File: config.mk
export PLATFORM = sky130hd
export DESIGN_NAME = nffa_seq
export DESIGN_NICKNAME = d
export VERILOG_FILES = /design/src/nffa_pkg.sv /design/src/nffa_seq.sv
export SDC_FILE = /design/constraint.sdc
export NUM_CORES = 1
export LEC_CHECK = 0
export ABC_AREA = 1
export BUFFER_PORTS_ARGS = -buffer_cell sky130_fd_sc_hd__buf_2
export CORE_MARGIN = 2
export CORE_UTILIZATION = 52
export CTS_CLUSTER_SIZE = 28
export DETAILED_ROUTE_END_ITERATION = 8
export PLACE_DENSITY_LB_ADDON = 0.25
export SLEW_MARGIN = 20
export SYNTH_ARGS = -nofsm -noshare
export SYNTH_HDL_FRONTEND = slang
export SYNTH_SLANG_ARGS = --single-unit
export TNS_END_PERCENT = 30
File: constraint.sdc
create_clock -name clk -period 1.8 [get_ports clk]
set_input_delay 0.27 -clock clk [delete_from_list [all_inputs] [get_ports clk]]
set_output_delay 0.27 -clock clk [all_outputs]
set_load 0.1 [all_outputs]
File: src/nffa_pkg.sv
package nffa_pkg;

  localparam int NUM_FRAMES = 4096;
  localparam int FRAME_W    = $clog2(NUM_FRAMES);
  localparam int SPAN_W     = FRAME_W + 1;
  localparam int WORD_W     = 64;
  localparam int BIT_W      = $clog2(WORD_W);
  localparam int NUM_ROWS   = NUM_FRAMES / WORD_W;
  localparam int ROW_W      = $clog2(NUM_ROWS);
  localparam int MAX_RUN    = 64;
  localparam int CNT_W      = 7;
  localparam int STEP_W     = 5;

  localparam int CFG_ADDR_W = 3;
  localparam int CFG_DATA_W = 32;
  localparam int LIMIT_W    = 12;

  typedef logic [FRAME_W-1:0] frame_t;
  typedef logic [SPAN_W-1:0]  span_t;
  typedef logic [WORD_W-1:0]  word_t;
  typedef logic [ROW_W-1:0]   row_t;
  typedef logic [BIT_W-1:0]   bitpos_t;
  typedef logic [CNT_W-1:0]   cnt_t;
  typedef logic [STEP_W-1:0]  step_t;

  localparam frame_t FRAME_MAX   = frame_t'(NUM_FRAMES - 1);
  localparam logic [LIMIT_W-1:0] LIMIT_RESET = 12'hFFF;
  localparam logic REG_FRAME_LIMIT = 1'b0;

  localparam logic CMD_ALLOC   = 1'b0;
  localparam logic CMD_RELEASE = 1'b1;
  localparam logic ST_OK       = 1'b0;
  localparam logic ST_OOM      = 1'b1;

  typedef enum logic [3:0] {
    A_NOP,
    A_CLR,
    A_IDLE,
    A_SETUP1,
    A_SETUP2,
    A_FETCH,
    A_TEST,
    A_RANGE_ALLOC,
    A_RANGE_REL,
    A_RD_A,
    A_WR_A,
    A_RD_E,
    A_WR_E,
    A_OUT_OK,
    A_OUT_FAIL
  } act_t;

  typedef enum logic [3:0] {
    C_NEVER,
    C_ALWAYS,
    C_CLR_MORE,
    C_NO_ITEM,
    C_BAD_COUNT,
    C_RELEASE,
    C_EMPTY1,
    C_EMPTY2,
    C_FOUND_NOW,
    C_CONTINUE,
    C_PAST_END,
    C_PASS2,
    C_OUT_BUSY
  } cond_t;

  typedef struct packed {
    act_t  act;
    cond_t cond_a;
    step_t tgt_a;
    cond_t cond_b;
    step_t tgt_b;
  } ucw_t;

  typedef struct packed {
    logic clr_more;
    logic no_item;
    logic bad_count;
    logic is_release;
    logic empty1;
    logic empty2;
    logic found_now;
    logic cont;
    logic past_end;
    logic pass2;
    logic out_busy;
  } flags_t;

  localparam step_t S_CLR     = 5'd0;
  localparam step_t S_IDLE    = 5'd1;
  localparam step_t S_CHECK   = 5'd2;
  localparam step_t S_SETUP1  = 5'd3;
  localparam step_t S_FETCH   = 5'd4;
  localparam step_t S_TEST    = 5'd5;
  localparam step_t S_STEP    = 5'd6;
  localparam step_t S_NEXT    = 5'd7;
  localparam step_t S_SETUP2  = 5'd8;
  localparam step_t S_MARK    = 5'd9;
  localparam step_t S_REL     = 5'd10;
  localparam step_t S_RD_A    = 5'd11;
  localparam step_t S_WR_A    = 5'd12;
  localparam step_t S_RD_E    = 5'd13;
  localparam step_t S_WR_E    = 5'd14;
  localparam step_t S_DONE    = 5'd15;
  localparam step_t S_OK      = 5'd16;
  localparam step_t S_FAIL    = 5'd17;
  localparam step_t S_FAILOUT = 5'd18;

  function automatic ucw_t ucode(step_t s);
    ucw_t w;
    w = '{A_NOP, C_ALWAYS, S_IDLE, C_NEVER, S_IDLE};
    unique case (s)
      S_CLR:     w = '{A_CLR,         C_CLR_MORE,  S_CLR,    C_NEVER,    S_CLR};
      S_IDLE:    w = '{A_IDLE,        C_NO_ITEM,   S_IDLE,   C_NEVER,    S_IDLE};
      S_CHECK:   w = '{A_NOP,         C_BAD_COUNT, S_FAIL,   C_RELEASE,  S_REL};
      S_SETUP1:  w = '{A_SETUP1,      C_EMPTY1,    S_NEXT,   C_NEVER,    S_IDLE};
      S_FETCH:   w = '{A_FETCH,       C_NEVER,     S_IDLE,   C_NEVER,    S_IDLE};
      S_TEST:    w = '{A_TEST,        C_FOUND_NOW, S_MARK,   C_CONTINUE, S_TEST};
      S_STEP:    w = '{A_NOP,         C_PAST_END,  S_NEXT,   C_ALWAYS,   S_FETCH};
      S_NEXT:    w = '{A_NOP,         C_PASS2,     S_FAIL,   C_NEVER,    S_IDLE};
      S_SETUP2:  w = '{A_SETUP2,      C_EMPTY2,    S_FAIL,   C_ALWAYS,   S_FETCH};
      S_MARK:    w = '{A_RANGE_ALLOC, C_ALWAYS,    S_RD_A,   C_NEVER,    S_IDLE};
      S_REL:     w = '{A_RANGE_REL,   C_NEVER,     S_IDLE,   C_NEVER,    S_IDLE};
      S_RD_A:    w = '{A_RD_A,        C_NEVER,     S_IDLE,   C_NEVER,    S_IDLE};
      S_WR_A:    w = '{A_WR_A,        C_NEVER,     S_IDLE,   C_NEVER,    S_IDLE};
      S_RD_E:    w = '{A_RD_E,        C_NEVER,     S_IDLE,   C_NEVER,    S_IDLE};
      S_WR_E:    w = '{A_WR_E,        C_NEVER,     S_IDLE,   C_NEVER,    S_IDLE};
      S_DONE:    w = '{A_NOP,         C_OUT_BUSY,  S_DONE,   C_NEVER,    S_IDLE};
      S_OK:      w = '{A_OUT_OK,      C_ALWAYS,    S_IDLE,   C_NEVER,    S_IDLE};
      S_FAIL:    w = '{A_NOP,         C_OUT_BUSY,  S_FAIL,   C_NEVER,    S_IDLE};
      S_FAILOUT: w = '{A_OUT_FAIL,    C_ALWAYS,    S_IDLE,   C_NEVER,    S_IDLE};
      default:   w = '{A_NOP,         C_ALWAYS,    S_IDLE,   C_NEVER,    S_IDLE};
    endcase
    return w;
  endfunction

endpackage

File: src/nffa_seq.sv
module nffa_seq
  import nffa_pkg::*;
(
  input  logic   clk,
  input  logic   rst_n,
  input  flags_t flags,
  output act_t   act
);

  step_t step_r, step_nxt;
  ucw_t  ucw;
  logic  take_a, take_b;

  function automatic logic cond_true(cond_t c, flags_t f);
    logic t;
    t = 1'b0;
    case (c)
      C_NEVER:     t = 1'b0;
      C_ALWAYS:    t = 1'b1;
      C_CLR_MORE:  t = f.clr_more;
      C_NO_ITEM:   t = f.no_item;
      C_BAD_COUNT: t = f.bad_count;
      C_RELEASE:   t = f.is_release;
      C_EMPTY1:    t = f.empty1;
      C_EMPTY2:    t = f.empty2;
      C_FOUND_NOW: t = f.found_now;
      C_CONTINUE:  t = f.cont;
      C_PAST_END:  t = f.past_end;
      C_PASS2:     t = f.pass2;
      C_OUT_BUSY:  t = f.out_busy;
      default:     t = 1'b0;
    endcase
    return t;
  endfunction

  always_comb begin
    ucw    = ucode(step_r);
    take_a = cond_true(ucw.cond_a, flags);
    take_b = cond_true(ucw.cond_b, flags);
    if (take_a) begin
      step_nxt = ucw.tgt_a;
    end else if (take_b) begin
      step_nxt = ucw.tgt_b;
    end else begin
      step_nxt = step_t'(step_r + 1'b1);
    end
  end

  always_ff @(posedge clk) begin
    if (!rst_n) begin
      step_r <= S_CLR;
    end else begin
      step_r <= step_nxt;
    end
  end

  assign act = ucw.act;

endmodule

==> flow_metrics.py <==
metrics = {
    "routing": {
        "via_count": 1508,
        "wl_um": 3810,
        "drtIter0Drc": 101,
        "drt_pre_antenna_iters": 4,
        "post_drt_wl_per_cell_um": 13.2,
        "vias_per_cell": 5.24,
        "postRouteAntennaNets": 0,
        "drc_errors": 0,
    },
    "logic_synthesis": {
        "synth_warnings": 0,
        "synth_top_cell_by_area": "dfxtp_1",
        "synth_area_per_cell_sq_um": 6.89,
        "synth_ff_type": "dfxtp_1",
        "synth_top_family_by_area": "simple AND/OR/NAND/NOR gates",
        "ys_types": 24,
        "synthCells": 214,
        "synthesis.area_sq_mm": 0.00147,
        "async_reset_ff_share_pct": 0,
        "synth_compound_area_share_pct": 4.92,
        "synth_edf_count": 0,
        "yosysSeqAreaShare_pct": 31.2,
        "synth_top_area_share_pct": 31.2,
        "yosys.area_share.simple_pct": 45.4,
        "synthAdderAreaFrac_pct": 5.94,
        "synth.most_common_cell": "nand2_1",
        "ys_ff_latch": 23,
        "synth_top_cells_by_count": "59 x nand2_1, 32 x nand3_1, 23 x dfxtp_1",
        "synth_xor_area_share_pct": 1.78,
        "muxShareOfSynthArea_pct": 0,
        "synthesis.nets": 234,
        "synth_area_leaders": "dfxtp_1 31%, nand2_1 15%, nand3_1 11%, ha_1 5.9%, inv_1 5.6%",
    },
    "cts": {
        "clkSinkCount": 23,
        "cts_root_buffer": "clkbuf_4",
        "htreeDepth": 1,
        "insertion_delay_ns": 0.33,
        "clk_pin_slew_ns": 0.13,
        "cts_tree": "built",
        "cts_hold_buf": 0,
        "cts-buffers-inserted": 3,
        "cts_buffer_depth": 2,
    },
    "floorplanning": {
        "io_pins": 17,
        "dieHeight_um": 57.2,
        "dieArea_sq_mm": 0.00328,
        "coreArea_sq_mm": 0.00273,
        "fp.dieW_um": 57.2,
        "start_util_pct": 53.9,
        "rows": 19,
    },
    "min_path": {
        "worstHoldPathType": "input port to register",
        "hold_depth": 3,
    },
    "run_status": {
        "status": "complete, but fails checks",
        "violations": "negative setup slack",
    },
    "cells_and_area": {
        "final_nets": 278,
        "multiInputGateArea_sq_mm": 0.00101,
        "num-fill-cells": 226,
        "diodes": 0,
        "seq_area_sq_um": 473,
        "drive_gt1_share_pct": 45.5,
        "fin_cells": 288,
        "design_area_sq_mm": 0.00197,
        "synthToLayoutAreaGrowth_pct": 33.9,
    },
    "critical_path": {
        "required_ns": 2.04,
        "worstSetupPathType": "register to register",
        "rr_worst_depth": 14,
        "path_max_fanout": 7,
        "endpoint_kind": "register",
        "cp_data_arrival_time_ns": 2.23,
        "start_kind": "register",
    },
    "timing": {
        "finalCritPeriodShare_pct": 111,
        "finalMaxSlewViolations": 0,
        "slew_headroom_pct": 67.7,
        "setup_viol": 17,
        "hold_viol_final": 0,
        "fin_skew_ns": 0.00211,
        "tightest_slew_ns": 0.487,
        "rsz0062_at_grt": "yes",
        "fin_crit_ns": 1.99,
        "clock.fmax_mhz": 502,
        "worst_slack_ns": -0.193,
    },
    "placed_design": {
        "portBuffers": 16,
        "dpl_cell_area_sq_mm": 0.00173,
        "place.gp.congestion": 0.908,
        "hpwl_um": 2580,
        "dp.cells": 277,
        "post-place-ws_ns": -0.215,
    },
    "grt": {
        "grt_pass1_vias": 1315,
        "antenna_found_initial": 0,
        "track_usage_pct": 22.4,
        "grt_max_degree": 15,
        "grt_overflow": 0,
        "grt_pass1_wl_um": 5640,
    },
    "job": {
        "max-cap-violations": 0,
    },
}
-- layout by cell type, fill, tap and decap left out, drive strengths merged, types with 2 or more instances in the layout --
master / Yosys / layout
a21oi: 4 / 4
xor2: 2 / 2
o21ai: 9 / 9
nor2: 20 / 20
inv: 31 / 31
nand2: 72 / 72
nand4: 3 / 3
nand3: 35 / 35
clkbuf: 0 / 3
buf: 5 / 44
dfxtp: 23 / 23
ha: 7 / 7
-- cell type report --
type	instances	share of cell area (%)
well taps	31	1.97
clock buffers	3	1.14
multi-input cells	155	51.4
clock inverters	1	0.254
inverters	31	6.53
repair buffers	44	14.7
flip-flops and latches	23	24.0
-- cells by family (layout without fill, tap and decap cells) --
| logic type | count (synthesis) | in the layout |
|---|---|---|
| AOI/OAI and AO/OA | 14 | 14 |
| xor gates and xnor gates | 3 | 3 |
| adders and majority gates | 7 | 7 |
| buffers and inverters | 36 | 79 |
| DFF | 23 | 23 |
| and+or+nand+nor | 131 | 131 |
-- registers in the layout (all words and copies together) (netlist names) --
register,count
ucw,18
step_r,5
-- timing repair --
action                     CTS  global route
pin swaps                    7            20
gates resized for setup     17            29
setup endpoints to repair   17            18
setup buffers                4             3
-- through the flow --
stage	utilization [%]	TNS, ns	hold WS (ns)
2_1_floorplan	-	0	0.427
3_3_place_gp	63.3	-2.34	0.519
3_5_place_dp	63.3	-1.96	0.525
4_1_cts	67.8	-0.676	0.283
5_1_grt	72.2	-3.88	0.305
6_report	72.2	-2.17	0.293
-- final timing paths --
path	to	startpoint	slack (ns)
worst max register to register	ucw[13]	ucw[14]	-0.19
worst max-delay path	ucw[13]	ucw[14]	-0.19
worst min-delay path	step_r[0]	rst_n	0.29
worst min register to register	step_r[0]	ucw[9]	0.58
-- per-layer routing --
| layer | vias to the layer above | GRT usage, % | wire (um) |
|---|---|---|---|
| met2 | 63 | 38.3 | 1920 |
| met4 | 0 | 14.3 | 125 |
| met1 | 668 | 26.9 | 1540 |
| met5 | - | 0 | 0 |
| met3 | 13 | 1.81 | 215 |
| li1 | 764 | - | - |
-- critical path, cell delays in order, from the launching register on --
cell     delay (ns)
dfxtp_4        0.43
inv_4          0.05
nand3_2        0.06
nand3_2        0.08
nand2_2        0.09
nand2_4        0.07
nor2_8         0.15
o21ai_4        0.08
nor2_4         0.23
inv_4          0.09
ha_2           0.21
nand2_1        0.09
nor2_2         0.06
a21oi_1        0.13
nand2_1        0.06
Power is not shown: default switching activity piles up to over one toggle a cycle in this logic, so the estimate is an artifact.
